### src/tbd_pkg.sv
`timescale 1ns / 1ps
`default_nettype none

package tbd_pkg;

   localparam int TIME_W     = 63;
   localparam int SAMPLE_W   = 32;
   localparam int AGG_W      = 48;
   localparam int CSR_IDX_W  = 8;
   localparam int CSR_DATA_W = 32;
   localparam int INTERVAL_W = 22;
   localparam int MODE_W     = 4;
   localparam int WIDTH_MS_W = 32;
   localparam int END_W      = 64;
   localparam int FRAC_W     = 16;
   localparam int QUEUE_DEPTH = 2;
   localparam int DIV_STEPS  = AGG_W;
   localparam int STEP_W     = $clog2(DIV_STEPS);

   localparam logic [CSR_IDX_W-1:0] CSR_INTERVAL = CSR_IDX_W'(0);
   localparam logic [CSR_IDX_W-1:0] CSR_AGG_MODE = CSR_IDX_W'(1);

   localparam logic [WIDTH_MS_W-1:0] WIDTH_MS_RESET = WIDTH_MS_W'(300000);

   localparam logic [MODE_W-1:0] MODE_AVG   = MODE_W'(0);
   localparam logic [MODE_W-1:0] MODE_SUM   = MODE_W'(1);
   localparam logic [MODE_W-1:0] MODE_MIN   = MODE_W'(2);
   localparam logic [MODE_W-1:0] MODE_MAX   = MODE_W'(3);
   localparam logic [MODE_W-1:0] MODE_COUNT = MODE_W'(4);
   localparam logic [MODE_W-1:0] MODE_RATE  = MODE_W'(5);
   localparam logic [MODE_W-1:0] MODE_IRATE = MODE_W'(6);
   localparam logic [MODE_W-1:0] MODE_DELTA = MODE_W'(7);

   typedef enum logic [1:0] {
      BK_IDLE,
      BK_DIV,
      BK_DONE
   } back_state_type;

endpackage

`default_nettype wire

### src/tbd_req_if.sv
`timescale 1ns / 1ps
`default_nettype none

interface tbd_req_if import tbd_pkg::*; ();
   logic                       valid;
   logic                       ready;
   logic [TIME_W-1:0]          sample_time;
   logic signed [SAMPLE_W-1:0] sample_value;
   logic                       series_last;

   modport source (output valid, sample_time, sample_value, series_last, input ready);
   modport sink   (input valid, sample_time, sample_value, series_last, output ready);
endinterface

`default_nettype wire

### src/tbd_rsp_if.sv
`timescale 1ns / 1ps
`default_nettype none

interface tbd_rsp_if import tbd_pkg::*; ();
   logic                    valid;
   logic                    ready;
   logic [TIME_W-1:0]       bucket_time;
   logic signed [AGG_W-1:0] bucket_value;
   logic                    final_bucket;

   modport source (output valid, bucket_time, bucket_value, final_bucket, input ready);
   modport sink   (input valid, bucket_time, bucket_value, final_bucket, output ready);
endinterface

`default_nettype wire

### src/tbd_csr_if.sv
`timescale 1ns / 1ps
`default_nettype none

interface tbd_csr_if import tbd_pkg::*; ();
   logic                  valid;
   logic                  ready;
   logic [CSR_IDX_W-1:0]  index;
   logic [CSR_DATA_W-1:0] data;

   modport source (output valid, index, data, input ready);
   modport sink   (input valid, index, data, output ready);
endinterface

`default_nettype wire

### src/time_bucket_downsampler_core.sv
`timescale 1ns / 1ps
`default_nettype none

// Time bucket downsampler: takes one series' samples in time order and emits one
// aggregate per bucket, whose width in seconds comes from the interval register, plus a
// final flush on the last sample of the series. The front end takes one sample per
// cycle while the queue has room; it holds off new samples while a final flush is
// pending and while the bucket end is recomputed after an interval write. Closed
// buckets go through a two-entry queue to the back end, which loads a result straight
// into the result register for every mode except average; an average result runs a
// bit-serial divider, which takes a new bucket only once it has handed off the last,
// so back-to-back bucket closes in average mode wait on the divider. The result
// register lets the back end start dividing the next average bucket while a finished
// result waits on rsp_ch.
module time_bucket_downsampler_core import tbd_pkg::*; #(
   parameter int MAX_BUCKET_SAMPLES = 128
) (
   input  wire logic clock,
   input  wire logic reset,
   tbd_req_if.sink   req_ch,
   tbd_rsp_if.source rsp_ch,
   tbd_csr_if.sink   csr_ch
);

   localparam int CNT_W   = $clog2(MAX_BUCKET_SAMPLES + 1);
   localparam int ENTRY_W = TIME_W + AGG_W + CNT_W + 2;

   logic               push;
   logic               pop;
   logic               q_full;
   logic               q_empty;
   logic [TIME_W-1:0]  ent_time;
   logic [AGG_W-1:0]   ent_value;
   logic [CNT_W-1:0]   ent_count;
   logic               ent_avg;
   logic               ent_final;
   logic [ENTRY_W-1:0] push_data;
   logic [ENTRY_W-1:0] pop_data;
   logic [TIME_W-1:0]  q_time;
   logic [AGG_W-1:0]   q_value;
   logic [CNT_W-1:0]   q_count;
   logic               q_avg;
   logic               q_final;

   tbd_front #(
      .MAX_BUCKET_SAMPLES (MAX_BUCKET_SAMPLES),
      .CNT_W              (CNT_W)
   ) u_front (
      .clock     (clock),
      .reset     (reset),
      .req_ch    (req_ch),
      .csr_ch    (csr_ch),
      .q_full    (q_full),
      .push      (push),
      .ent_time  (ent_time),
      .ent_value (ent_value),
      .ent_count (ent_count),
      .ent_avg   (ent_avg),
      .ent_final (ent_final)
   );

   assign push_data = {ent_time, ent_value, ent_count, ent_avg, ent_final};
   assign {q_time, q_value, q_count, q_avg, q_final} = pop_data;

   tbd_queue #(
      .WIDTH (ENTRY_W),
      .DEPTH (QUEUE_DEPTH)
   ) u_queue (
      .clock     (clock),
      .reset     (reset),
      .push      (push),
      .push_data (push_data),
      .pop       (pop),
      .pop_data  (pop_data),
      .full      (q_full),
      .empty     (q_empty)
   );

   tbd_back #(
      .CNT_W (CNT_W)
   ) u_back (
      .clock   (clock),
      .reset   (reset),
      .q_empty (q_empty),
      .q_time  (q_time),
      .q_value (q_value),
      .q_count (q_count),
      .q_avg   (q_avg),
      .q_final (q_final),
      .pop     (pop),
      .rsp_ch  (rsp_ch)
   );

endmodule

`default_nettype wire

### src/tbd_queue.sv
`timescale 1ns / 1ps
`default_nettype none

module tbd_queue import tbd_pkg::*; #(
   parameter int WIDTH = 8,
   parameter int DEPTH = 2
) (
   input  wire logic             clock,
   input  wire logic             reset,
   input  wire logic             push,
   input  wire logic [WIDTH-1:0] push_data,
   input  wire logic             pop,
   output logic      [WIDTH-1:0] pop_data,
   output logic                  full,
   output logic                  empty
);

   localparam int PTR_W = (DEPTH > 1) ? $clog2(DEPTH) : 1;
   localparam int CNT_W = $clog2(DEPTH + 1);

   logic [WIDTH-1:0] mem_ff [DEPTH];
   logic [PTR_W-1:0] wr_ptr_ff, wr_ptr_in;
   logic [PTR_W-1:0] rd_ptr_ff, rd_ptr_in;
   logic [CNT_W-1:0] fill_ff, fill_in;

   assign full     = (fill_ff == CNT_W'(DEPTH));
   assign empty    = (fill_ff == '0);
   assign pop_data = mem_ff[rd_ptr_ff];

   always_comb begin
      wr_ptr_in = wr_ptr_ff;
      rd_ptr_in = rd_ptr_ff;
      fill_in   = fill_ff;
      if (push) begin
         wr_ptr_in = (wr_ptr_ff == PTR_W'(DEPTH - 1)) ? '0 : wr_ptr_ff + PTR_W'(1);
      end
      if (pop) begin
         rd_ptr_in = (rd_ptr_ff == PTR_W'(DEPTH - 1)) ? '0 : rd_ptr_ff + PTR_W'(1);
      end
      if (push && !pop) begin
         fill_in = fill_ff + CNT_W'(1);
      end else if (pop && !push) begin
         fill_in = fill_ff - CNT_W'(1);
      end
   end

   always_ff @(posedge clock) begin
      if (reset) begin
         wr_ptr_ff <= '0;
         rd_ptr_ff <= '0;
         fill_ff   <= '0;
      end else begin
         wr_ptr_ff <= wr_ptr_in;
         rd_ptr_ff <= rd_ptr_in;
         fill_ff   <= fill_in;
      end
   end

   always_ff @(posedge clock) begin
      if (push) begin
         mem_ff[wr_ptr_ff] <= push_data;
      end
   end

   assert property (@(posedge clock) disable iff (reset) !(push && full && !pop))
      else $error("push into full queue");
   assert property (@(posedge clock) disable iff (reset) !(pop && empty))
      else $error("pop from empty queue");

endmodule

`default_nettype wire

### src/tbd_front.sv
`timescale 1ns / 1ps
`default_nettype none

module tbd_front import tbd_pkg::*; #(
   parameter int MAX_BUCKET_SAMPLES = 128,
   parameter int CNT_W = 8
) (
   input  wire logic              clock,
   input  wire logic              reset,
   tbd_req_if.sink                req_ch,
   tbd_csr_if.sink                csr_ch,
   input  wire logic              q_full,
   output logic                   push,
   output logic [TIME_W-1:0]      ent_time,
   output logic [AGG_W-1:0]       ent_value,
   output logic [CNT_W-1:0]       ent_count,
   output logic                   ent_avg,
   output logic                   ent_final
);

   logic [WIDTH_MS_W-1:0]      width_ms_ff;
   logic [MODE_W-1:0]          agg_mode_ff;
   logic                       open_ff, open_in;
   logic                       pend_ff, pend_in;
   logic                       dirty_ff, dirty_in;
   logic [CNT_W-1:0]           count_ff, count_in;
   logic [TIME_W-1:0]          start_ff, start_in;
   logic [END_W-1:0]           end_ff, end_in;
   logic signed [AGG_W-1:0]    sum_ff, sum_in;
   logic signed [SAMPLE_W-1:0] min_ff, min_in;
   logic signed [SAMPLE_W-1:0] max_ff, max_in;
   logic signed [SAMPLE_W-1:0] first_ff, first_in;
   logic signed [SAMPLE_W-1:0] latest_ff, latest_in;
   logic signed [SAMPLE_W-1:0] prev_ff, prev_in;

   logic                        accept;
   logic                        csr_wr;
   logic                        closing;
   logic [WIDTH_MS_W-1:0]       csr_width_ms;
   logic signed [SAMPLE_W-1:0]  v;
   logic [AGG_W:0]              sum_ext;
   logic signed [SAMPLE_W:0]    diff_first;
   logic signed [SAMPLE_W:0]    diff_prev;
   logic                        few;

   assign csr_ch.ready = 1'b1;
   assign csr_wr       = csr_ch.valid && csr_ch.ready;
   assign req_ch.ready = !pend_ff && !dirty_ff && !q_full;
   assign accept       = req_ch.valid && req_ch.ready;
   assign v            = req_ch.sample_value;
   assign closing      = open_ff && ({1'b0, req_ch.sample_time} >= end_ff);

   // ms = s * 1000 = s * (1024 - 32 + 8)
   assign csr_width_ms = {csr_ch.data[INTERVAL_W-1:0], 10'b0}
                       - WIDTH_MS_W'({csr_ch.data[INTERVAL_W-1:0], 5'b0})
                       + WIDTH_MS_W'({csr_ch.data[INTERVAL_W-1:0], 3'b0});

   assign sum_ext = {sum_ff[AGG_W-1], sum_ff}
                  + {{(AGG_W + 1 - SAMPLE_W){v[SAMPLE_W-1]}}, v};

   // aggregate of the bucket held in the registers
   assign diff_first = {latest_ff[SAMPLE_W-1], latest_ff} - {first_ff[SAMPLE_W-1], first_ff};
   assign diff_prev  = {latest_ff[SAMPLE_W-1], latest_ff} - {prev_ff[SAMPLE_W-1], prev_ff};
   assign few        = (count_ff < CNT_W'(2));

   always_comb begin
      ent_avg   = 1'b0;
      ent_value = sum_ff;
      unique case (agg_mode_ff)
         MODE_AVG: begin
            ent_avg = 1'b1;
         end
         MODE_SUM: begin
            ent_value = sum_ff;
         end
         MODE_MIN: begin
            ent_value = {{(AGG_W - SAMPLE_W){min_ff[SAMPLE_W-1]}}, min_ff};
         end
         MODE_MAX: begin
            ent_value = {{(AGG_W - SAMPLE_W){max_ff[SAMPLE_W-1]}}, max_ff};
         end
         MODE_COUNT: begin
            ent_value = AGG_W'(count_ff) << FRAC_W;
         end
         MODE_RATE: begin
            ent_value = few ? '0
                      : {{(AGG_W - SAMPLE_W - 1){diff_first[SAMPLE_W]}}, diff_first};
         end
         MODE_IRATE, MODE_DELTA: begin
            ent_value = few ? '0
                      : {{(AGG_W - SAMPLE_W - 1){diff_prev[SAMPLE_W]}}, diff_prev};
         end
         default: begin
            ent_value = {{(AGG_W - SAMPLE_W){first_ff[SAMPLE_W-1]}}, first_ff};
         end
      endcase
   end

   assign push      = (accept && closing) || (pend_ff && !q_full);
   assign ent_final = pend_ff;
   assign ent_time  = start_ff;
   assign ent_count = count_ff;

   always_comb begin
      open_in   = open_ff;
      pend_in   = pend_ff;
      dirty_in  = dirty_ff;
      count_in  = count_ff;
      start_in  = start_ff;
      end_in    = end_ff;
      sum_in    = sum_ff;
      min_in    = min_ff;
      max_in    = max_ff;
      first_in  = first_ff;
      latest_in = latest_ff;
      prev_in   = prev_ff;

      if (csr_wr && csr_ch.index == CSR_INTERVAL) begin
         dirty_in = 1'b1;
      end else if (dirty_ff) begin
         dirty_in = 1'b0;
         end_in   = {1'b0, start_ff} + END_W'(width_ms_ff);
      end

      if (accept) begin
         if (!open_ff || closing) begin
            open_in   = 1'b1;
            start_in  = req_ch.sample_time;
            end_in    = {1'b0, req_ch.sample_time} + END_W'(width_ms_ff);
            count_in  = CNT_W'(1);
            sum_in    = {{(AGG_W - SAMPLE_W){v[SAMPLE_W-1]}}, v};
            min_in    = v;
            max_in    = v;
            first_in  = v;
            latest_in = v;
            prev_in   = v;
         end else begin
            priority if (sum_ext[AGG_W] != sum_ext[AGG_W-1]) begin
               sum_in = sum_ext[AGG_W] ? {1'b1, {(AGG_W - 1){1'b0}}}
                                       : {1'b0, {(AGG_W - 1){1'b1}}};
            end else begin
               sum_in = sum_ext[AGG_W-1:0];
            end
            if (v < min_ff) begin
               min_in = v;
            end
            if (v > max_ff) begin
               max_in = v;
            end
            prev_in   = latest_ff;
            latest_in = v;
            if (count_ff < CNT_W'(MAX_BUCKET_SAMPLES)) begin
               count_in = count_ff + CNT_W'(1);
            end
         end
         if (req_ch.series_last) begin
            pend_in = 1'b1;
         end
      end

      if (pend_ff && !q_full) begin
         pend_in  = 1'b0;
         open_in  = 1'b0;
         count_in = '0;
      end
   end

   always_ff @(posedge clock) begin
      if (reset) begin
         width_ms_ff <= WIDTH_MS_RESET;
         agg_mode_ff <= MODE_AVG;
         open_ff     <= 1'b0;
         pend_ff     <= 1'b0;
         dirty_ff    <= 1'b0;
         count_ff    <= '0;
      end else begin
         if (csr_wr && csr_ch.index == CSR_INTERVAL) begin
            width_ms_ff <= csr_width_ms;
         end
         if (csr_wr && csr_ch.index == CSR_AGG_MODE) begin
            agg_mode_ff <= csr_ch.data[MODE_W-1:0];
         end
         open_ff  <= open_in;
         pend_ff  <= pend_in;
         dirty_ff <= dirty_in;
         count_ff <= count_in;
      end
   end

   always_ff @(posedge clock) begin
      start_ff  <= start_in;
      end_ff    <= end_in;
      sum_ff    <= sum_in;
      min_ff    <= min_in;
      max_ff    <= max_in;
      first_ff  <= first_in;
      latest_ff <= latest_in;
      prev_ff   <= prev_in;
   end

   assert property (@(posedge clock) disable iff (reset) pend_ff |-> !req_ch.ready)
      else $error("sample taken while final flush pending");
   assert property (@(posedge clock) disable iff (reset) open_ff |-> (count_ff != '0))
      else $error("open bucket with zero count");
   assert property (@(posedge clock) disable iff (reset)
                    (accept && req_ch.series_last) |=> pend_ff)
      else $error("series end did not schedule flush");

endmodule

`default_nettype wire

### src/tbd_back.sv
`timescale 1ns / 1ps
`default_nettype none

module tbd_back import tbd_pkg::*; #(
   parameter int CNT_W = 8
) (
   input  wire logic             clock,
   input  wire logic             reset,
   input  wire logic             q_empty,
   input  wire logic [TIME_W-1:0] q_time,
   input  wire logic [AGG_W-1:0] q_value,
   input  wire logic [CNT_W-1:0] q_count,
   input  wire logic             q_avg,
   input  wire logic             q_final,
   output logic                  pop,
   tbd_rsp_if.source             rsp_ch
);

   back_state_type state_ff, state_in;

   logic                rsp_valid_ff, rsp_valid_in;
   logic [TIME_W-1:0]   rsp_time_ff;
   logic [AGG_W-1:0]    rsp_value_ff;
   logic                rsp_final_ff;

   logic [TIME_W-1:0]   hold_time_ff;
   logic                hold_final_ff;
   logic                neg_ff;
   logic [CNT_W-1:0]    divisor_ff;
   logic [CNT_W-1:0]    rem_ff;
   logic [AGG_W-1:0]    quo_ff;
   logic [STEP_W-1:0]   step_ff;

   logic                out_free;
   logic                load_direct;
   logic                load_div;
   logic                div_start;
   logic [CNT_W:0]      rem_sh;
   logic [CNT_W:0]      rem_sub;
   logic                ge;
   logic [AGG_W-1:0]    quotient;

   assign out_free = !rsp_valid_ff || rsp_ch.ready;

   always_comb begin
      state_in = state_ff;
      unique case (state_ff)
         BK_IDLE: begin
            if (!q_empty && q_avg) begin
               state_in = BK_DIV;
            end
         end
         BK_DIV: begin
            if (step_ff == STEP_W'(DIV_STEPS - 1)) begin
               state_in = BK_DONE;
            end
         end
         BK_DONE: begin
            if (out_free) begin
               state_in = BK_IDLE;
            end
         end
         default: begin
            state_in = BK_IDLE;
         end
      endcase
   end

   always_comb begin
      pop         = 1'b0;
      load_direct = 1'b0;
      load_div    = 1'b0;
      div_start   = 1'b0;
      unique case (state_ff)
         BK_IDLE: begin
            div_start   = !q_empty && q_avg;
            load_direct = !q_empty && !q_avg && out_free;
            pop         = div_start || load_direct;
         end
         BK_DONE: begin
            load_div = out_free;
         end
         default: begin
            pop = 1'b0;
         end
      endcase
   end

   assign rem_sh   = {rem_ff, quo_ff[AGG_W-1]};
   assign rem_sub  = rem_sh - {1'b0, divisor_ff};
   assign ge       = (rem_sh >= {1'b0, divisor_ff});
   assign quotient = neg_ff ? (AGG_W'(0) - quo_ff) : quo_ff;

   assign rsp_valid_in = (load_direct || load_div) ? 1'b1
                       : (rsp_ch.ready ? 1'b0 : rsp_valid_ff);

   always_ff @(posedge clock) begin
      if (reset) begin
         state_ff     <= BK_IDLE;
         rsp_valid_ff <= 1'b0;
      end else begin
         state_ff     <= state_in;
         rsp_valid_ff <= rsp_valid_in;
      end
   end

   always_ff @(posedge clock) begin
      if (div_start) begin
         hold_time_ff  <= q_time;
         hold_final_ff <= q_final;
         neg_ff        <= q_value[AGG_W-1];
         quo_ff        <= q_value[AGG_W-1] ? (AGG_W'(0) - q_value) : q_value;
         divisor_ff    <= q_count;
         rem_ff        <= '0;
         step_ff       <= '0;
      end else if (state_ff == BK_DIV) begin
         quo_ff  <= {quo_ff[AGG_W-2:0], ge};
         rem_ff  <= ge ? rem_sub[CNT_W-1:0] : rem_sh[CNT_W-1:0];
         step_ff <= step_ff + STEP_W'(1);
      end
      if (load_direct) begin
         rsp_time_ff  <= q_time;
         rsp_value_ff <= q_value;
         rsp_final_ff <= q_final;
      end else if (load_div) begin
         rsp_time_ff  <= hold_time_ff;
         rsp_value_ff <= quotient;
         rsp_final_ff <= hold_final_ff;
      end
   end

   assign rsp_ch.valid        = rsp_valid_ff;
   assign rsp_ch.bucket_time  = rsp_time_ff;
   assign rsp_ch.bucket_value = rsp_value_ff;
   assign rsp_ch.final_bucket = rsp_final_ff;

   assert property (@(posedge clock) disable iff (reset)
                    (state_ff == BK_DIV) |-> (divisor_ff != '0))
      else $error("average with zero count");

endmodule

`default_nettype wire

### src/flat_wrapper.sv
// flat-port wrapper written by rule: the top's interface ports become plain ports
module time_bucket_downsampler_core_flat import tbd_pkg::*;
#(
   parameter int MAX_BUCKET_SAMPLES = 128
)
  (clock, reset, req_ch_valid, req_ch_sample_time, req_ch_sample_value, req_ch_series_last, req_ch_ready, rsp_ch_valid, rsp_ch_bucket_time, rsp_ch_bucket_value, rsp_ch_final_bucket, rsp_ch_ready, csr_ch_valid, csr_ch_index, csr_ch_data, csr_ch_ready);
  tbd_req_if req_ch_i ();
  tbd_rsp_if rsp_ch_i ();
  tbd_csr_if csr_ch_i ();
  input  wire logic clock;
  input  wire logic reset;
  input wire logic [$bits(req_ch_i.valid)-1:0] req_ch_valid;
  input wire logic [$bits(req_ch_i.sample_time)-1:0] req_ch_sample_time;
  input wire logic [$bits(req_ch_i.sample_value)-1:0] req_ch_sample_value;
  input wire logic [$bits(req_ch_i.series_last)-1:0] req_ch_series_last;
  output wire logic [$bits(req_ch_i.ready)-1:0] req_ch_ready;
  output wire logic [$bits(rsp_ch_i.valid)-1:0] rsp_ch_valid;
  output wire logic [$bits(rsp_ch_i.bucket_time)-1:0] rsp_ch_bucket_time;
  output wire logic [$bits(rsp_ch_i.bucket_value)-1:0] rsp_ch_bucket_value;
  output wire logic [$bits(rsp_ch_i.final_bucket)-1:0] rsp_ch_final_bucket;
  input wire logic [$bits(rsp_ch_i.ready)-1:0] rsp_ch_ready;
  input wire logic [$bits(csr_ch_i.valid)-1:0] csr_ch_valid;
  input wire logic [$bits(csr_ch_i.index)-1:0] csr_ch_index;
  input wire logic [$bits(csr_ch_i.data)-1:0] csr_ch_data;
  output wire logic [$bits(csr_ch_i.ready)-1:0] csr_ch_ready;
  assign req_ch_i.valid = req_ch_valid;
  assign req_ch_i.sample_time = req_ch_sample_time;
  assign req_ch_i.sample_value = req_ch_sample_value;
  assign req_ch_i.series_last = req_ch_series_last;
  assign req_ch_ready = req_ch_i.ready;
  assign rsp_ch_valid = rsp_ch_i.valid;
  assign rsp_ch_bucket_time = rsp_ch_i.bucket_time;
  assign rsp_ch_bucket_value = rsp_ch_i.bucket_value;
  assign rsp_ch_final_bucket = rsp_ch_i.final_bucket;
  assign rsp_ch_i.ready = rsp_ch_ready;
  assign csr_ch_i.valid = csr_ch_valid;
  assign csr_ch_i.index = csr_ch_index;
  assign csr_ch_i.data = csr_ch_data;
  assign csr_ch_ready = csr_ch_i.ready;
  time_bucket_downsampler_core #(.MAX_BUCKET_SAMPLES(MAX_BUCKET_SAMPLES)) u_core (.clock(clock), .reset(reset), .req_ch(req_ch_i), .rsp_ch(rsp_ch_i), .csr_ch(csr_ch_i));
endmodule
### config.mk
export PLATFORM = sky130hd
export DESIGN_NAME = time_bucket_downsampler_core_flat
export DESIGN_NICKNAME = d
export VERILOG_FILES = /design/src/tbd_pkg.sv /design/src/tbd_req_if.sv /design/src/tbd_rsp_if.sv /design/src/tbd_csr_if.sv /design/src/time_bucket_downsampler_core.sv /design/src/tbd_queue.sv /design/src/tbd_front.sv /design/src/tbd_back.sv /design/src/flat_wrapper.sv
export SDC_FILE = /design/constraint.sdc
export NUM_CORES = 2
export LEC_CHECK = 0
export ABC_AREA = 1
export ABC_CLOCK_PERIOD_IN_PS = 17000
export BUFFER_PORTS_ARGS = -buffer_cell sky130_fd_sc_hd__buf_2
export CORE_AREA = 2 2 296 298
export CTS_CLUSTER_DIAMETER = 40
export DETAILED_ROUTE_END_ITERATION = 12
export DIE_AREA = 0 0 298 300
export GPL_TIMING_DRIVEN = 1
export PLACE_DENSITY_LB_ADDON = 0.25
export SETUP_SLACK_MARGIN = 0.05
export SLEW_MARGIN = 25
export SYNTH_ARGS = -nofsm -noshare
export SYNTH_HDL_FRONTEND = slang
export SYNTH_SLANG_ARGS = --single-unit
### constraint.sdc
create_clock -name clock -period 17 [get_ports clock]
set_input_delay 0.85 -clock clock [delete_from_list [all_inputs] [get_ports clock]]
set_output_delay 0.85 -clock clock [all_outputs]
set_load 0.005 [all_outputs]
==> results.md <==
| Item | This run |
|:---|:---|
| Clock Pin Slew Worst Setup and Hold Paths | 0.06 ns |
| Input/output buffers | 244 |
| Vias in the first global route | 47,530 |
| Drt pass-1 iters | 8 |
| Die Footprint | 0.08940 mm^2 |
| Average via count per standard cell | 6.031 |
| Synthesized area divided by synthesized cell count | 8.094 um^2 |
| Die Height | 300 um |
| EDFF count, synth | 746 |
| Final Setup Violations | 0 |
| Largest net degree at the start of global routing | 84 |
| CP endpoint kind | flip-flop |
| Ys Warns | 0 |
| Worst setup path class | flip-flop to flip-flop |
| GRT overflow | 0 |
| TritonCTS clock tree | built |
| Synthesized net count | 7,394 |
| #FFs+latches synth | 876 |
| Highest-utilization routing layer at the global route stage | met2 |
| Shortest clock period the worst path allows after layout | 5.481 ns |
| Run status | finished clean |
| DR vias | 50,680 |
| Register-to-Register Setup Slack | 11.52 ns |
| Distinct cell type count after synthesis | 68 |
| Number of resized instances in the post-cts repair step | 0 |
| Number of buffers and inverters on the critical path | 5 |
| Initial DRC count | 6,330 |
| Total net switching power | 0.004037 W |
| Longest individual stage delay on the worst path | 0.86 ns |
| Proportion of power drawn by combinational gates | 0.386 |
| Antenna Violating Nets Remaining | 0 |
| Fraction of the cycle the final worst path needs | 0.3224 |
| Setup crit start kind | flip-flop |
| Min-Delay Path Class | primary input to flip-flop |
| Worst Max-Slew Pin Slew | 1.301 ns |
| Final cell utilization of the core | 0.7212 |
| Power density normalized to cell area | 157.8 mW/mm^2 |
| Setup repair after global routing missed its margin | no |
| Met1 global-route usage | 0.5595 |
| Met3 Resource Use GR | 0.09495 |
| Worst vdd ir | 0.1565 mV |
| Critical path peak fanout | 83 |
| Required time of the critical path | 17.62 ns |
| Maximum clock path buffer count | 3 |
| Worst-skew pair later-pin latency | 0.73 ns |
| Fraction of registers with async set/reset | 0 |
| Leakage | 27.37 nW |
| Dominant register cell in the synthesized netlist | sky130_fd_sc_hd__edfxtp_1 |
| Clock skew | 0.04445 ns |
| Total standard cell area after synthesis | 0.05575 mm^2 |
| CTS Buf Count | 117 |
| Floorplan core area | 0.08621 mm^2 |
| Hold Vio Cnt, Final | 0 |
| Switching share of power | 0.4114 |
| Effective utilization at floorplan | 0.6467 |
| Number of cells produced by synthesis | 6,888 |
| Overall global routing resource usage | 0.4036 |
| Cell family with the largest share of critical-path delay | buffers and inverters |
| Part of the total power dissipated in the clock network | 0.257 |
| Met2 Use GR | 0.6166 |
| Number of buffers inserted for hold repair after clock tree synthesis | 0 |
| H-tree lvl count | 3 |
| Layout-stage area growth over the synthesis result | 11.53% |
| Slew Limit Headroom | 0.1105 |
| Part of the power in registers | 0.358 |
| Number of core rows | 108 |
| Final wirelength | 182.7 mm |
| Max-cap check violation count | 0 |
| Final nets | 7,640 |
| Data arrival time of the critical path | 6.10 ns |
| Slowest stage cell on the critical path | sky130_fd_sc_hd__buf_4 |
| I/O pins | 256 |
| First-pass GRT wire length | 274.5 mm |
| Clock Sinks | 876 |
| Fraction of final layout cells with drive strength greater than 1 | 0.08427 |
| Antenna violations before repair | 22 |
| Cell-by-cell listing of the critical path | nor2_1, nor3_1, nand2_1, inv_4, nand2_2, buf_4, inv_4, buf_4, nand3_1, nand2_1, inv_1 |
| Detailed placer's ending HPWL | 138.3 mm |
| Number of post-CTS setup repair buffers | 0 |
| Gp weighted congestion | 1.029 |
| Fmax | 0.1825 GHz |
| Cell-internal power | 0.005775 W |
| Setup total negative slack | 0 ns |
| Max-slew violation count | 0 |
| Routed length per placed instance | 21.74 um |
| Clock tree root buffer cell | sky130_fd_sc_hd__clkbuf_16 |
| DRC violation count after routing | 0 |
| Seq/Total Area, Yosys | 0.4485 |
| Horizontal die dimension | 298 um |
## final timing paths
kind                                          endpoint  cells after the start                              startpoint
setup / recovery     u_core.u_front.end_ff[60]$_DFF_P_                     11  u_core.u_queue.fill_ff[0]$_SDFFE_PP0P_
setup reg to reg     u_core.u_front.end_ff[60]$_DFF_P_                     11  u_core.u_queue.fill_ff[0]$_SDFFE_PP0P_
hold / removal    u_core.u_front.ent_time[1]$_DFFE_PP_                      1                   req_ch_sample_time[1]
hold reg to reg   u_core.u_back.rem_ff[3]$_SDFFE_PP0P_                      2    u_core.u_back.rem_ff[3]$_SDFFE_PP0P_
## registers in the layout, indices dropped and copies added, names as in the netlist, 2 cells and up, named ones only
register,cells
u_core.u_back.rem_ff,8
u_core.u_front.first_ff,32
u_core.u_front.ent_time,63
u_core.u_back.state_ff,2
u_core.u_queue.mem_ff,242
u_core.u_front.max_ff,32
u_core.u_back.rsp_ch.bucket_value,48
u_core.u_front.sum_ff,48
u_core.u_front.min_ff,32
u_core.u_queue.fill_ff,2
u_core.u_back.rsp_ch.bucket_time,63
u_core.u_back.divisor_ff,8
u_core.u_front.agg_mode_ff,4
u_core.u_front.ent_count,8
u_core.u_back.hold_time_ff,63
u_core.u_front.width_ms_ff,29
u_core.u_front.prev_ff,32
u_core.u_front.end_ff,64
u_core.u_front.latest_ff,32
u_core.u_back.quo_ff,48
u_core.u_back.step_ff,6
## cell families after synthesis
kind of cell    count (synthesis)  synth area share
compound gates               1128            0.1135
xor+xnor                      194           0.03048
simple gates                 3284            0.2499
buf+inv                      1034           0.07164
flops                         876            0.4485
fa+ha+maj                     365           0.08475
mux                             6          0.001077
other cells                     1        0.00006726
## power by group through the flow
stage / Combinational, W / Sequential, W / Clock (W)
2_1_floorplan: 0.00265 / 0.00339 / 0
3_3_place_gp: 0.00352 / 0.00349 / 0
3_5_place_dp: 0.00363 / 0.00351 / 0
4_1_cts: 0.00368 / 0.00348 / 0.00253
5_1_grt: 0.00420 / 0.00354 / 0.00262
6_report: 0.00378 / 0.00351 / 0.00252
## per-stage QoR
step           hold WS [ns]  power (W)  area (um^2)  setup slack, ns  instances
2_1_floorplan        0.4372   0.006043        55750            7.118       6888
6_report             0.3396   0.009812        62180            11.52       8402
3_5_place_dp         0.4686   0.007141        58050            11.41       8170
4_1_cts              0.3082   0.009687        62150            11.65       8394
3_3_place_gp         0.4526   0.007002        58050            11.50       8170
5_1_grt              0.3395    0.01036        62170            11.30       8400
## cell usage in the layout (no fill, tap or decap), types with 12 or more instances in the layout
master,synthesis,routed
sky130_fd_sc_hd__clkinv_1,3,13
sky130_fd_sc_hd__inv_6,0,23
sky130_fd_sc_hd__edfxtp_1,746,746
sky130_fd_sc_hd__clkbuf_16,0,122
sky130_fd_sc_hd__o22ai_1,14,14
sky130_fd_sc_hd__nand3b_1,47,47
sky130_fd_sc_hd__a221oi_1,12,12
sky130_fd_sc_hd__nand3_1,392,392
sky130_fd_sc_hd__nor2_1,637,636
sky130_fd_sc_hd__o211ai_1,28,28
sky130_fd_sc_hd__nand2_2,8,12
sky130_fd_sc_hd__a31oi_1,86,86
sky130_fd_sc_hd__o21bai_1,26,26
sky130_fd_sc_hd__o21a_1,20,20
sky130_fd_sc_hd__a21o_1,21,21
sky130_fd_sc_hd__xor2_1,128,128
sky130_fd_sc_hd__or2_2,32,32
sky130_fd_sc_hd__dfxtp_1,130,128
sky130_fd_sc_hd__clkinv_2,0,12
sky130_fd_sc_hd__a21oi_1,394,393
sky130_fd_sc_hd__buf_2,30,244
sky130_fd_sc_hd__nand2_1,1868,1864
sky130_fd_sc_hd__a21boi_0,12,12
sky130_fd_sc_hd__buf_4,8,35
sky130_fd_sc_hd__inv_2,17,16
sky130_fd_sc_hd__inv_1,862,860
sky130_fd_sc_hd__o21ai_2,13,13
sky130_fd_sc_hd__o21ai_1,60,60
sky130_fd_sc_hd__nor3_1,97,96
sky130_fd_sc_hd__nand4_1,120,120
sky130_fd_sc_hd__xnor2_1,66,66
sky130_fd_sc_hd__nor4_1,24,24
sky130_fd_sc_hd__clkinv_4,0,13
sky130_fd_sc_hd__ha_1,344,344
sky130_fd_sc_hd__fa_1,21,21
sky130_fd_sc_hd__o21ai_0,391,391
## Yosys cell counts, drive strengths merged (12+ instances only)
cell    count  share of area
a21o       21         0.0028
ha        344          0.077
nand4     120          0.013
nand3     395          0.036
a21oi     398          0.036
clkbuf     99         0.0067
o21a       20         0.0027
a221oi     12         0.0019
nand2    1877           0.13
xnor2      66          0.010
nor4       26         0.0033
or2        37         0.0042
o21ai     464          0.043
fa         21         0.0075
nand3b     56         0.0096
a21boi     12         0.0016
o211ai     28         0.0038
inv       879          0.059
buf        53         0.0056
a31oi      86         0.0097
dfxtp     130          0.047
o21bai     26         0.0035
edfxtp    746           0.40
xor2      128          0.020
nor2      650          0.045
nor3      104          0.010
o22ai      14         0.0016
## cell type report
cell class	instances	area, um^2
tap	1155	1445
clock buffer	133	3124
inverter	882	3321
multi-input combinational	4978	26800
fill	6622	24040
timing repair buffer	279	1484
clock inverter	91	968.4
antenna	8	20.02
sequential	876	25010
## routing by layer
| layer | routed length [um] | up-vias |
|---|---|---|
| met5 | 256 | - |
| met4 | 7981 | 18 |
| met3 | 23790 | 496 |
| met2 | 78340 | 2964 |
| met1 | 72280 | 23420 |
| li1 | - | 23780 |
Note: power is estimated with default switching activity, not from simulation.
